===== config.mk =====
export PLATFORM = sky130hd
export DESIGN_NAME = bounded_deque_with_value_delete_top
export DESIGN_NICKNAME = d
export VERILOG_FILES = /design/src/hw/rtl/bdq_pkg.sv /design/src/hw/rtl/bdq_ram.sv /design/src/hw/rtl/bdq_dp.sv /design/src/hw/rtl/bdq_ctrl.sv /design/src/hw/rtl/bounded_deque_with_value_delete_top.sv
export VERILOG_INCLUDE_DIRS = /design/src /design/src/hw/rtl
export SDC_FILE = /design/constraint.sdc
export NUM_CORES = 1
export LEC_CHECK = 0
export CORE_MARGIN = 2
export CORE_UTILIZATION = 45
export DETAILED_ROUTE_END_ITERATION = 6
export DONT_BUFFER_PORTS = 1
export HOLD_SLACK_MARGIN = 0.05
export PLACE_DENSITY_LB_ADDON = 0.12
export REMOVE_ABC_BUFFERS = 1
export SETUP_SLACK_MARGIN = 0.2
export SKIP_LAST_GASP = 1
export SYNTH_ARGS = -nofsm -noshare
export SYNTH_HDL_FRONTEND = slang
export SYNTH_SLANG_ARGS = --single-unit
export TNS_END_PERCENT = 1

===== constraint.sdc =====
create_clock -name clk -period 7 [get_ports clk]
set_input_delay 1.05 -clock clk [delete_from_list [all_inputs] [get_ports clk]]
set_output_delay 1.05 -clock clk [all_outputs]
set_load 0.05 [all_outputs]

===== src/hw/rtl/bounded_deque_with_value_delete_top_assert.svh =====
// Assertion macros shared by the deque RTL.
// Included by the datapath and controller modules; no other dependencies.
`ifndef BOUNDED_DEQUE_WITH_VALUE_DELETE_TOP_ASSERT_SVH
`define BOUNDED_DEQUE_WITH_VALUE_DELETE_TOP_ASSERT_SVH

// Same-cycle implication, disabled during reset.
`define BDQ_ASSERT_IMP(lbl, ck, rs, ante, cons, msg) \
  lbl: assert property (@(posedge ck) disable iff (rs) (ante) |-> (cons)) \
    else $error(msg);

// Next-cycle implication, disabled during reset.
`define BDQ_ASSERT_NXT(lbl, ck, rs, ante, cons, msg) \
  lbl: assert property (@(posedge ck) disable iff (rs) (ante) |=> (cons)) \
    else $error(msg);

`endif


===== src/hw/rtl/bdq_pkg.sv =====
// Shared types and constants for the bounded deque.
// No dependencies; imported by every module of the block.
`timescale 1ns / 1ps
`default_nettype none

package bdq_pkg;

  localparam int CAPACITY_DEF = 32;
  localparam int DATA_W       = 32;
  localparam int MODE_W       = 4;
  localparam int ST_W         = 2;
  localparam int LEN_W        = 6;

  typedef enum logic [MODE_W-1:0] {
    MODE_PUSH_FRONT = 4'd0,
    MODE_PUSH_BACK  = 4'd1,
    MODE_POP_FRONT  = 4'd2,
    MODE_POP_BACK   = 4'd3,
    MODE_DELETE     = 4'd4,
    MODE_RD_FIRST   = 4'd5,
    MODE_RD_LAST    = 4'd6,
    MODE_RD_ALL     = 4'd7,
    MODE_CLEAR      = 4'd8
  } mode_t;

  typedef enum logic [ST_W-1:0] {
    ST_OK      = 2'd0,
    ST_EMPTY   = 2'd1,
    ST_FULL    = 2'd2,
    ST_MISSING = 2'd3
  } st_t;

  // Offset source for the store address.
  typedef enum logic [1:0] {
    ADDR_POS  = 2'd0,
    ADDR_POS1 = 2'd1,
    ADDR_CNT  = 2'd2,
    ADDR_FDEC = 2'd3
  } addr_sel_t;

  // Controller -> datapath commands.
  typedef struct packed {
    logic      latch;
    logic      load_lim;
    logic      pos_clr;
    logic      pos_init;
    logic      pos_inc;
    logic      push_front;
    logic      push_back;
    logic      pop_front;
    logic      pop_back;
    logic      dec_count;
    logic      clear;
    logic      mem_we;
    addr_sel_t addr_sel;
    logic      emit;
    logic      emit_data;
    logic      emit_last;
    st_t       st;
  } cmd_t;

  // Datapath -> controller status.
  typedef struct packed {
    logic [MODE_W-1:0] mode;
    logic              empty;
    logic              full;
    logic              k_zero;
    logic              pos_last;
    logic              pos_last2;
    logic              match;
  } sts_t;

endpackage

`default_nettype wire


===== src/hw/rtl/bdq_ram.sv =====
// Generic single-clock RAM, one write port and one registered read port.
// Depends on bdq_pkg for default sizes.
`timescale 1ns / 1ps
`default_nettype none

module bdq_ram
  import bdq_pkg::*;
#(
  parameter int WIDTH = DATA_W,
  parameter int DEPTH = CAPACITY_DEF
) (
  input  wire logic                     clk,
  input  wire logic                     we,
  input  wire logic [$clog2(DEPTH)-1:0] waddr,
  input  wire logic [WIDTH-1:0]         wdata,
  input  wire logic [$clog2(DEPTH)-1:0] raddr,
  output logic      [WIDTH-1:0]         rdata
);

  logic [WIDTH-1:0] mem [DEPTH];

  always_ff @(posedge clk) begin
    if (we) begin
      mem[waddr] <= wdata;
    end
    rdata <= mem[raddr];
  end

endmodule

`default_nettype wire


===== src/hw/rtl/bdq_dp.sv =====
// Deque datapath: front/count registers, walk pointer, element store, result registers.
// Depends on bdq_pkg, bdq_ram and the assertion macro header.
`timescale 1ns / 1ps
`default_nettype none
`include "bounded_deque_with_value_delete_top_assert.svh"

module bdq_dp
  import bdq_pkg::*;
#(
  parameter int CAPACITY = CAPACITY_DEF
) (
  input  wire logic                     clk,
  input  wire logic                     rst,
  input  wire logic [MODE_W-1:0]        mode,
  input  wire logic signed [DATA_W-1:0] operand,
  input  wire cmd_t                     cmd,
  output sts_t                          sts,
  output logic                          strobe,
  output logic signed [DATA_W-1:0]      element,
  output logic                          has_element,
  output logic                          last_of_run,
  output logic [ST_W-1:0]               status,
  output logic [LEN_W-1:0]              length
);

  localparam int IDXW = $clog2(CAPACITY);
  localparam int CNTW = $clog2(CAPACITY + 1);
  localparam int SUMW = IDXW + 2;

  logic [MODE_W-1:0]        mode_q;
  logic signed [DATA_W-1:0] operand_q;
  logic [IDXW-1:0]          front, front_next, front_dec, front_inc;
  logic [CNTW-1:0]          count, count_next;
  logic [CNTW-1:0]          pos, lim, take, pos_start, lim_val;
  logic [CNTW:0]            pos_p1;
  logic [CNTW:0]            offset;
  logic [SUMW-1:0]          slot_sum;
  logic [IDXW-1:0]          addr;
  logic [DATA_W-1:0]        wdata, rdata;
  logic                     k_pos, k_big;

  // circular front pointer moves
  assign front_dec = (front == '0) ? IDXW'(CAPACITY - 1) : front - 1'b1;
  assign front_inc = (front == IDXW'(CAPACITY - 1)) ? '0 : front + 1'b1;

  // clamp k to [0, count]
  assign k_pos = !operand_q[DATA_W-1] && (operand_q != '0);
  assign k_big = $unsigned(operand_q) > DATA_W'(count);
  always_comb begin
    if (mode_q == MODE_RD_ALL) begin
      take = count;
    end else if (!k_pos) begin
      take = '0;
    end else if (k_big) begin
      take = count;
    end else begin
      take = operand_q[CNTW-1:0];
    end
  end

  assign pos_start = (mode_q == MODE_RD_LAST) ? count - take : '0;
  assign lim_val   = (mode_q == MODE_RD_FIRST) ? take : count;
  assign pos_p1    = (CNTW+1)'(pos) + 1'b1;

  // physical slot = (front + offset) mod CAPACITY, sum stays below 2*CAPACITY
  always_comb begin
    case (cmd.addr_sel)
      ADDR_POS:  offset = (CNTW+1)'(pos);
      ADDR_POS1: offset = pos_p1;
      ADDR_CNT:  offset = (CNTW+1)'(count);
      default:   offset = '0;
    endcase
    slot_sum = SUMW'(front) + SUMW'(offset);
    if (cmd.addr_sel == ADDR_FDEC) begin
      addr = front_dec;
    end else if (slot_sum >= SUMW'(CAPACITY)) begin
      addr = IDXW'(slot_sum - SUMW'(CAPACITY));
    end else begin
      addr = slot_sum[IDXW-1:0];
    end
  end

  assign wdata = (cmd.push_front || cmd.push_back) ? operand_q : rdata;

  bdq_ram #(
    .WIDTH(DATA_W),
    .DEPTH(CAPACITY)
  ) u_store (
    .clk  (clk),
    .we   (cmd.mem_we),
    .waddr(addr),
    .wdata(wdata),
    .raddr(addr),
    .rdata(rdata)
  );

  always_comb begin
    count_next = count;
    front_next = front;
    if (cmd.clear) begin
      count_next = '0;
      front_next = '0;
    end else if (cmd.push_front) begin
      count_next = count + 1'b1;
      front_next = front_dec;
    end else if (cmd.push_back) begin
      count_next = count + 1'b1;
    end else if (cmd.pop_front) begin
      count_next = count - 1'b1;
      front_next = front_inc;
    end else if (cmd.pop_back || cmd.dec_count) begin
      count_next = count - 1'b1;
    end
  end

  always_ff @(posedge clk) begin
    if (rst) begin
      front  <= '0;
      count  <= '0;
      strobe <= 1'b0;
    end else begin
      front  <= front_next;
      count  <= count_next;
      strobe <= cmd.emit;
    end
  end

  always_ff @(posedge clk) begin
    if (cmd.latch) begin
      mode_q    <= mode;
      operand_q <= operand;
    end
    if (cmd.load_lim) begin
      lim <= lim_val;
    end
    if (cmd.pos_clr) begin
      pos <= '0;
    end else if (cmd.pos_init) begin
      pos <= pos_start;
    end else if (cmd.pos_inc) begin
      pos <= pos_p1[CNTW-1:0];
    end
    if (cmd.emit) begin
      element     <= cmd.emit_data ? $signed(rdata) : '0;
      has_element <= cmd.emit_data;
      last_of_run <= cmd.emit_last;
      status      <= cmd.st;
      length      <= LEN_W'(count_next);
    end
  end

  always_comb begin
    sts.mode      = mode_q;
    sts.empty     = (count == '0);
    sts.full      = (count == CNTW'(CAPACITY));
    sts.k_zero    = (take == '0);
    sts.pos_last  = (pos_p1 == (CNTW+1)'(lim));
    sts.pos_last2 = ((CNTW+1)'(pos) + 2'd2 == (CNTW+1)'(lim));
    sts.match     = ($signed(rdata) == operand_q);
  end

  `BDQ_ASSERT_IMP(a_count_bound, clk, rst, 1'b1, count <= CNTW'(CAPACITY), "count over capacity")
  `BDQ_ASSERT_NXT(a_push_grows, clk, rst, cmd.push_front || cmd.push_back, count == $past(count) + 1'b1, "push did not grow count")
  `BDQ_ASSERT_NXT(a_strobe_gap, clk, rst, strobe, !strobe, "results back to back")

endmodule

`default_nettype wire


===== src/hw/rtl/bdq_ctrl.sv =====
// Deque controller FSM: decodes a command and sequences walks over the store.
// Depends on bdq_pkg and the assertion macro header.
`timescale 1ns / 1ps
`default_nettype none
`include "bounded_deque_with_value_delete_top_assert.svh"

module bdq_ctrl
  import bdq_pkg::*;
(
  input  wire logic clk,
  input  wire logic rst,
  input  wire logic start,
  input  wire sts_t sts,
  output logic      busy,
  output cmd_t      cmd
);

  typedef enum logic [7:0] {
    S_IDLE   = 8'b0000_0001,
    S_DECODE = 8'b0000_0010,
    S_DL_RD  = 8'b0000_0100,
    S_DL_CMP = 8'b0000_1000,
    S_SH_RD  = 8'b0001_0000,
    S_SH_WR  = 8'b0010_0000,
    S_RO_RD  = 8'b0100_0000,
    S_RO_OUT = 8'b1000_0000
  } state_t;

  state_t state, state_next;

  assign busy = (state != S_IDLE);

  always_comb begin
    cmd        = '0;
    cmd.st     = ST_OK;
    state_next = state;
    case (state)
      S_IDLE: begin
        cmd.latch = start;
        if (start) begin
          state_next = S_DECODE;
        end
      end
      S_DECODE: begin
        // single-result commands finish here
        cmd.emit      = 1'b1;
        cmd.emit_last = 1'b1;
        state_next    = S_IDLE;
        cmd.load_lim  = 1'b1;
        case (sts.mode)
          MODE_PUSH_FRONT: begin
            if (sts.full) begin
              cmd.st = ST_FULL;
            end else begin
              cmd.push_front = 1'b1;
              cmd.mem_we     = 1'b1;
              cmd.addr_sel   = ADDR_FDEC;
            end
          end
          MODE_PUSH_BACK: begin
            if (sts.full) begin
              cmd.st = ST_FULL;
            end else begin
              cmd.push_back = 1'b1;
              cmd.mem_we    = 1'b1;
              cmd.addr_sel  = ADDR_CNT;
            end
          end
          MODE_POP_FRONT: begin
            if (sts.empty) begin
              cmd.st = ST_EMPTY;
            end else begin
              cmd.pop_front = 1'b1;
            end
          end
          MODE_POP_BACK: begin
            if (sts.empty) begin
              cmd.st = ST_EMPTY;
            end else begin
              cmd.pop_back = 1'b1;
            end
          end
          MODE_DELETE: begin
            if (sts.empty) begin
              cmd.st = ST_EMPTY;
            end else begin
              cmd.emit      = 1'b0;
              cmd.emit_last = 1'b0;
              cmd.pos_clr   = 1'b1;
              state_next    = S_DL_RD;
            end
          end
          MODE_RD_FIRST, MODE_RD_LAST, MODE_RD_ALL: begin
            if (sts.empty) begin
              cmd.st = ST_EMPTY;
            end else if (!sts.k_zero) begin
              cmd.emit      = 1'b0;
              cmd.emit_last = 1'b0;
              cmd.pos_init  = 1'b1;
              state_next    = S_RO_RD;
            end
          end
          MODE_CLEAR: begin
            cmd.clear = 1'b1;
          end
          default: begin
          end
        endcase
      end
      S_DL_RD: begin
        cmd.addr_sel = ADDR_POS;
        state_next   = S_DL_CMP;
      end
      S_DL_CMP: begin
        if (sts.match) begin
          if (sts.pos_last) begin
            // back element removed: just shrink
            cmd.dec_count = 1'b1;
            cmd.emit      = 1'b1;
            cmd.emit_last = 1'b1;
            state_next    = S_IDLE;
          end else begin
            state_next = S_SH_RD;
          end
        end else if (sts.pos_last) begin
          cmd.emit      = 1'b1;
          cmd.emit_last = 1'b1;
          cmd.st        = ST_MISSING;
          state_next    = S_IDLE;
        end else begin
          cmd.pos_inc = 1'b1;
          state_next  = S_DL_RD;
        end
      end
      S_SH_RD: begin
        cmd.addr_sel = ADDR_POS1;
        state_next   = S_SH_WR;
      end
      S_SH_WR: begin
        cmd.addr_sel = ADDR_POS;
        cmd.mem_we   = 1'b1;
        if (sts.pos_last2) begin
          cmd.dec_count = 1'b1;
          cmd.emit      = 1'b1;
          cmd.emit_last = 1'b1;
          state_next    = S_IDLE;
        end else begin
          cmd.pos_inc = 1'b1;
          state_next  = S_SH_RD;
        end
      end
      S_RO_RD: begin
        cmd.addr_sel = ADDR_POS;
        state_next   = S_RO_OUT;
      end
      S_RO_OUT: begin
        cmd.emit      = 1'b1;
        cmd.emit_data = 1'b1;
        cmd.emit_last = sts.pos_last;
        cmd.pos_inc   = 1'b1;
        state_next    = sts.pos_last ? S_IDLE : S_RO_RD;
      end
      default: begin
        state_next = S_IDLE;
      end
    endcase
  end

  always_ff @(posedge clk) begin
    if (rst) begin
      state <= S_IDLE;
    end else begin
      state <= state_next;
    end
  end

  `BDQ_ASSERT_NXT(a_accept_busy, clk, rst, start && !busy, busy, "accepted command not started")
  `BDQ_ASSERT_NXT(a_last_idle, clk, rst, cmd.emit && cmd.emit_last, !busy, "still busy after final result")

endmodule

`default_nettype wire


===== src/hw/rtl/bounded_deque_with_value_delete_top.sv =====
// Top level of the bounded deque with value delete.
// Depends on bdq_pkg, bdq_ctrl, bdq_dp (and bdq_ram below it).
`timescale 1ns / 1ps
`default_nettype none

// Usage notes
// - Command channel: drive mode/operand and raise start; the transfer happens
//   on the rising edge where start is high and busy is low. busy stays high
//   until the command's final result has been loaded into the output regs.
// - Result channel: each result shows on element/has_element/last_of_run/
//   status/length for exactly one cycle with strobe high. The receiver cannot
//   stall, so results are never held; last_of_run marks the final one.
// - Push, pop, clear, unused mode codes, readouts with no data and empty/full
//   errors: finish in S_DECODE, which loads the single result; busy drops as
//   strobe rises, so a new command can go once that result is loaded.
// - Readouts of k elements: each element takes an address step (S_RO_RD)
//   for the registered RAM read, then an emit step (S_RO_OUT); the results
//   come one at a time and the next command waits until busy drops.
// - Value delete on n elements: a read and a compare step per element up to
//   the match, then a read and a write step per element shifted down one slot
//   after it (both steps use the store's one shared address); a hit or a miss
//   alike ends with a single result and busy dropping.
// - Reset (rst, synchronous): list empty, front slot 0, no result pending;
//   the element store needs no clearing pass, since only held slots are read.
module bounded_deque_with_value_delete_top
  import bdq_pkg::*;
#(
  parameter int CAPACITY = CAPACITY_DEF
) (
  input  wire logic                     clk,
  input  wire logic                     rst,
  input  wire logic                     start,
  output logic                          busy,
  input  wire logic [MODE_W-1:0]        mode,
  input  wire logic signed [DATA_W-1:0] operand,
  output logic                          strobe,
  output logic signed [DATA_W-1:0]      element,
  output logic                          has_element,
  output logic                          last_of_run,
  output logic [ST_W-1:0]               status,
  output logic [LEN_W-1:0]              length
);

  cmd_t cmd;   // controller commands to the datapath
  sts_t sts;   // datapath flags back to the controller

  // sequencing: decode, delete walk/shift, readout walk
  bdq_ctrl u_ctrl (
    .clk  (clk),
    .rst  (rst),
    .start(start),
    .sts  (sts),
    .busy (busy),
    .cmd  (cmd)
  );

  // pointers, store and result registers
  bdq_dp #(
    .CAPACITY(CAPACITY)
  ) u_dp (
    .clk        (clk),
    .rst        (rst),
    .mode       (mode),
    .operand    (operand),
    .cmd        (cmd),
    .sts        (sts),
    .strobe     (strobe),
    .element    (element),
    .has_element(has_element),
    .last_of_run(last_of_run),
    .status     (status),
    .length     (length)
  );

endmodule

`default_nettype wire

==> results of run 1 <==
worst min path at each step:
stage	slack [ns]	start	endpoint
floorplan	0.50	u_ctrl.state[6]$_SDFFE_PP0P_	u_ctrl.state[7]$_SDFFE_PP0P_
global placement	0.53	u_ctrl.state[1]$_SDFFE_PP0P_	u_ctrl.state[1]$_SDFFE_PP0P_
detailed placement	0.54	u_ctrl.state[6]$_SDFFE_PP0P_	u_ctrl.state[7]$_SDFFE_PP0P_
CTS	0.38	rst	u_ctrl.state[6]$_SDFFE_PP0P_
global route	0.38	rst	u_ctrl.state[2]$_SDFFE_PP0P_
finish	0.42	rst	u_ctrl.state[6]$_SDFFE_PP0P_
stage by stage:
step / setup WS [ns] / cells / utilization
2_1_floorplan: -14.13 / 3466 / -
3_3_place_gp: 0.7791 / 4947 / 0.4767
3_5_place_dp: 0.7271 / 4947 / 0.4767
4_1_cts: 0.6996 / 5167 / 0.5133
5_1_grt: 0.3039 / 5167 / 0.5133
6_report: 0.6695 / 5168 / 0.5134
synthesized netlist by cell type (all sizes together) (3+ instances only):
cell type / count / area share
o21ai: 28 / 0.0031
edfxtp: 1108 / 0.71
o211ai: 9 / 0.0014
o22ai: 20 / 0.0027
nand2: 1036 / 0.082
a22o: 5 / 0.00093
xnor2: 20 / 0.0039
buf: 84 / 0.0091
or3: 6 / 0.00080
nor3: 9 / 0.0011
inv: 20 / 0.0016
o221ai: 7 / 0.0013
a21o: 7 / 0.0011
nand4b: 5 / 0.00093
nand3b: 3 / 0.00048
nor4: 20 / 0.0027
nor2: 82 / 0.0065
nand2b: 4 / 0.00053
a31oi: 80 / 0.011
nand4: 36 / 0.0048
clkbuf: 132 / 0.011
a22oi: 18 / 0.0029
mux2i: 70 / 0.015
nand3: 446 / 0.047
and2: 36 / 0.0048
o41ai: 8 / 0.0015
dfxtp: 58 / 0.025
a311oi: 14 / 0.0026
ha: 22 / 0.0058
a221oi: 4 / 0.00074
a21oi: 66 / 0.0070
xor2: 44 / 0.0082
or4: 9 / 0.0015
nor2b: 12 / 0.0016
and3: 101 / 0.013
o31ai: 6 / 0.00096
and4b: 3 / 0.00064
a32oi: 11 / 0.0020
or2: 5 / 0.00066
per-layer routing:
metal / share of wire / track usage / routed length [µm] / vias to the layer above
li1: - / - / - / 13477
met1: 0.42 / 0.3811 / 61500 / 15320
met2: 0.46 / 0.4196 / 66540 / 1524
met3: 0.091 / 0.05229 / 13170 / 246
met4: 0.029 / 0.07818 / 4150 / 2
met5: 0.000083 / 0 / 12 / -
worst max-delay path: cells and delay by family, from the launching register on:
family | cells | cell delay (ns)
simple gates | 9 | 2.86
compound gates | 6 | 1.14
buf+inv | 3 | 0.67
fa+ha+maj | 2 | 0.51
xor+xnor | 1 | 0.42
flops | 1 | 0.40
sequential cells by signal, summed over array words and instances, names as in the netlist, 5 cells and up:
| signal | count |
|---|---|
| u_dp.operand_q | 32 |
| u_dp.pos | 6 |
| u_dp.element | 32 |
| u_dp.u_store.rdata | 32 |
| u_dp.u_store.mem | 1024 |
| u_dp.front | 5 |
| u_dp.count | 6 |
| u_dp.length | 6 |
| u_dp.lim | 6 |
| u_ctrl.state | 8 |
power breakdown:
group	total [mW]	internal [mW]	switching (mW)
registers	7.84	7.72	0.119
clock network	6.20	3.56	2.64
logic	0.474	0.0982	0.375
total	14.5	11.4	3.14
final cells by class:
type | instances | area, µm²
flip-flops and latches | 1166 | 34430
repair buffers | 101 | 1071
inverters | 20 | 75.07
well taps | 1380 | 1727
fillers | 8863 | 50440
diodes | 1 | 2.502
multi-input cells | 2280 | 12100
clock buffers | 160 | 3276
clock inverters | 60 | 525.5
logic make-up after synthesis:
group	count (synthesis)	synth area share
adder cells (fa/ha/maj)	24	0.006689
buffers and inverters	236	0.02116
XOR/XNOR	64	0.01205
AO/OA/AOI/OAI	301	0.04263
AND/OR/NAND/NOR	1821	0.1721
flip-flops	1166	0.7305
multiplexers	70	0.01486
==> metrics.txt, run 1 <==
Post-synth EDFFs 1,108; critical path data arrival time 6.73 ns; cell count after synthesis 3,682; IO Port Bufs 0; vias in the first global route 29,457; Synth Register Bits 1,166; FF-to-FF Start u_dp.count[1]$_SDFF_PP0_; HP Class input port to register; Synth Warn # 0; P per Cell Area 272.8 mW/mm²; gr usage total 0.2677; worst hold stages 1; first-pass GRT wire length 208,600 µm; status completed; Worst slew margin 0.03716; Initial Utilization 0.4548; Critical Path End u_dp.u_store.mem[17][20]$_DFFE_PP_; routed vias/inst 5.915; peak supply drop 233.2 µV; routed wire length 145,400 µm; CP Launch Type register; drt initial violations 3,824; commonest cells after routing, fill and taps aside 1,108 x edfxtp_1, 1,035 x nand2_1, 445 x nand3_1; nets@finish 3,751; worst-margin pin slew 1.441 ns; Synth Flop Type edfxtp_1; CTS max path bufs 3; Clk Latency, worst-skew pair 0.71 ns; RSZ-0062 raised after global routing no; Critical Path Sink Type register; Final Cycle Share 0.9044; TritonCTS clock tree built; clock transition at the registers of the reported paths 0.06 ns; Placement Cell Area 0.04940 mm²; DRC 0; CTS Buf Count 119; Post-Route Setup TNS 0 ns; Netlist Area Pre-Place 0.04714 mm²; row count 118; vias 30,569; share of layout cells above drive strength 1 0.08820; antenna violations before repair 17; CP cell instances inv_1 > ha_1 > or3b_2 > nor3_2 > buf_4 > nand2b_2 > nor2_1 > nor3_1 > a31oi_1 > o211ai_1 > ha_1 > a21o_1 > a21oi_1 > nand4_1 > o41ai_1 > nand2_1 > o311a_4 > xnor2_2 > nand2_1 > nor2_4 > buf_4; Worst Reg-to-Reg Cells 21; synth unique cells 71; fin area 0.05321 mm²; Ports 83; CP max FO 23; post_cts resized 0; minimum clock period after layout 6.331 ns; Routed Antenna Nets 0; sequential share of the synthesized area 0.7305; max-cap violations 0; drt pass-1 iters 6; die area 0.1074 mm²; Root Driver clkbuf_16; total grt overflow 0; leading cell type in the layout, fill and taps excluded edfxtp_1; R2R setup slack 0.67 ns; Clock Sinks 1,166; CP Launch Point u_dp.count[1]$_SDFF_PP0_; CP Class register to register; DR WL/cell 28.13 µm; leakage 18.75 nW; ys async rst share 0; H-tree Lvls 3; Worst R2R End u_dp.u_store.mem[17][20]$_DFFE_PP_; Slew Limit Fails 0; core area 0.1036 mm²; Synth Area per Inst 12.80 µm²; Post-CTS Setup Bufs 0; final total power 14.52 mW; final setup violation count 0; HPWL after DPL 87,520 µm; Layout Skew 0.03217 ns; final hold viol count 0; max incr delay on CP 0.77 ns; P&R area growth vs syn 12.87%; Die Height 327.7 µm; cts-stage hold buffer count 0; pin count of the biggest net entering global routing 183; Peak Freq 158.0 MHz; hold slack 0.4250 ns; Die X 327.7 µm; final estimated routing congestion in global placement 0.9053; Worst Path Required 7.40 ns; crit path max-delay cell type nor2_4
Note: power is estimated with default switching activity, not from simulation.
==> inputs of run 2 (changes only) <==
==> constraint.sdc (replaced) <==
create_clock -name clk -period 7.36 [get_ports clk]
set_input_delay 1.104 -clock clk [delete_from_list [all_inputs] [get_ports clk]]
set_output_delay 1.104 -clock clk [all_outputs]
set_load 0.05 [all_outputs]
==> run 2 against run 1 <==
Register-to-register slack better by 0.24 ns. Combinational power decreased by 4.2%. Flip-flop and latch count unchanged. Sequential power down 5.0%. Worst hold slack improved by 0.033 ns. Cell area decreased by 0.10%. Sequential share of layout area rose by 0.067 points. First-iteration DRC count is 10% lower. Critical path type unchanged. Critical endpoint is now u_dp.u_store.mem[22][22]$_DFFE_PP_. Largest cell class unchanged.
==> metrics.txt, run 2 (synthesis results as in run 1) <==
cts-stage hold buffer count 0; P per Cell Area 261.3 mW/mm²; Worst Path Required 7.75 ns; routed vias/inst 5.917; P&R area growth vs syn 12.76%; Ports 83; critical path data arrival time 6.84 ns; Reg with most FFs u_dp.u_store.mem; Clk Latency, worst-skew pair 0.71 ns; final hold viol count 0; row count 118; Final Cycle Share 0.8759; H-tree Lvls 3; fin cells 5,162; final estimated routing congestion in global placement 0.8739; die area 0.1074 mm²; commonest cells after routing, fill and taps aside 1,108 x edfxtp_1, 1,035 x nand2_1, 445 x nand3_1; peak supply drop 194.7 µV; HPWL after DPL 87,600 µm; fin area 0.05315 mm²; Clock Sinks 1,166; HP Class input port to register; antenna violations before repair 11; Worst R2R End u_dp.u_store.mem[22][22]$_DFFE_PP_; drt pass-1 iters 5; hold slack 0.4582 ns; Critical Path Sink Type register; IO Port Bufs 0; pre-CTS worst setup slack 0.9954 ns; Worst Hold Launch rst; leading cell type in the layout, fill and taps excluded edfxtp_1; vias 30,542; minimum clock period after layout 6.447 ns; leakage 18.71 nW; Worst slew margin 0.06377; clock transition at the registers of the reported paths 0.07 ns; Post-CTS Setup Bufs 0; R2R setup slack 0.91 ns; Placement Cell Area 0.04926 mm²; fillers 8,855; CP Class register to register; max-cap violations 0; DR WL/cell 27.75 µm; first-pass GRT wire length 206,000 µm; Die X 327.7 µm; pin count of the biggest net entering global routing 186; share of layout cells above drive strength 1 0.08891; RSZ-0062 raised after global routing no; worst hold stages 1; drt initial violations 3,426; Largest register FFs 1,024; Post-Route Setup TNS 0 ns; Initial Utilization 0.4548; Die Height 327.7 µm; CTS max path bufs 3; Routed Antenna Nets 0; Root Driver clkbuf_16; worst-margin pin slew 1.392 ns; final setup violation count 0; DRC 0; core area 0.1036 mm²; post-layout util 0.5128; Peak Freq 155.1 MHz; Post-Place Cells 4,935; Worst Reg-to-Reg Cells 21; Worst Slack Setup Final 0.9134 ns; gr usage total 0.2646; routed wire length 143,200 µm; FF-to-FF Start u_dp.count[1]$_SDFF_PP0_; status completed; Hold EP u_ctrl.state[6]$_SDFFE_PP0P_; Layout Skew 0.02239 ns; total grt overflow 0; Slew Limit Fails 0; post_cts resized 0; nets@finish 3,739; final total power 13.89 mW; CTS Buf Count 119; CP Launch Type register; vias in the first global route 29,097; CP max FO 22; TritonCTS clock tree built
run 2: changes by cell type in the layout (fill, tap and decap cells not counted), sizes merged:
cell      change
buf          -12
inv           +4
clkinv        -3
clkinvlp      +3
diode         +2
bufinv        +1
clkbuf        -1
run 2: how the worst max path moves through the flow:
stage,cells past startpoint,startpoint,end
after detailed placement,21,u_dp.count[1]$_SDFF_PP0_,u_dp.u_store.mem[22][22]$_DFFE_PP_
after CTS,21,u_dp.count[1]$_SDFF_PP0_,u_dp.u_store.mem[22][26]$_DFFE_PP_
after global routing,21,u_dp.count[1]$_SDFF_PP0_,u_dp.u_store.mem[22][26]$_DFFE_PP_
after floorplan,14,u_ctrl.state[4]$_SDFFE_PP0P_,u_dp.u_store.mem[18][0]$_DFFE_PP_
after global placement,21,u_dp.count[1]$_SDFF_PP0_,u_dp.u_store.mem[22][18]$_DFFE_PP_
final,21,u_dp.count[1]$_SDFF_PP0_,u_dp.u_store.mem[22][22]$_DFFE_PP_
run 2: worst max-delay path, cell delays in order (launching register included):
cell and delay (ns):
dfxtp_1 0.39, inv_1 0.15, ha_1 0.17, or3b_2 0.48, nor3_2 0.12, buf_4 0.19
nand2b_2 0.47, nor2_1 0.16, nor3_1 0.18, a31oi_1 0.06, o211ai_1 0.23, ha_1 0.33
a21o_1 0.21, a21oi_1 0.30, nand4_1 0.15, o41ai_1 0.11, nand2_1 0.19, o311a_4 0.25
xnor2_2 0.44, nand2_1 0.37, nor2_4 0.74, buf_4 0.40
run 2: power by group:
group	switching (mW)	total (mW)	internal [mW]
logic	0.357	0.454	0.0963
registers	0.114	7.45	7.34
clock network	2.56	5.98	3.43
total	3.03	13.9	10.9
run 2: final cells by class:
cell class	instances	area, µm²	area share
Timing Repair Buffer	89	918.4	0.01728
Clock buffer	159	3259	0.06132
Clock inverter	65	626.9	0.01179
Inverter	20	75.07	0.001412
Tap cell	1380	1727	0.03249
Antenna cell	3	7.507	0.0001412
Multi-Input combinational cell	2280	12100	0.2277
Sequential cell	1166	34430	0.6478
run 2: routing by layer:
layer,global-route usage,up-vias,part of all wire,wire [µm]
met1,0.3709,15406,0.42,59570
met5,0,-,0.00017,25
li1,-,13464,-,-
met3,0.04493,242,0.083,11840
met2,0.4244,1426,0.47,67240
met4,0.08117,4,0.032,4552
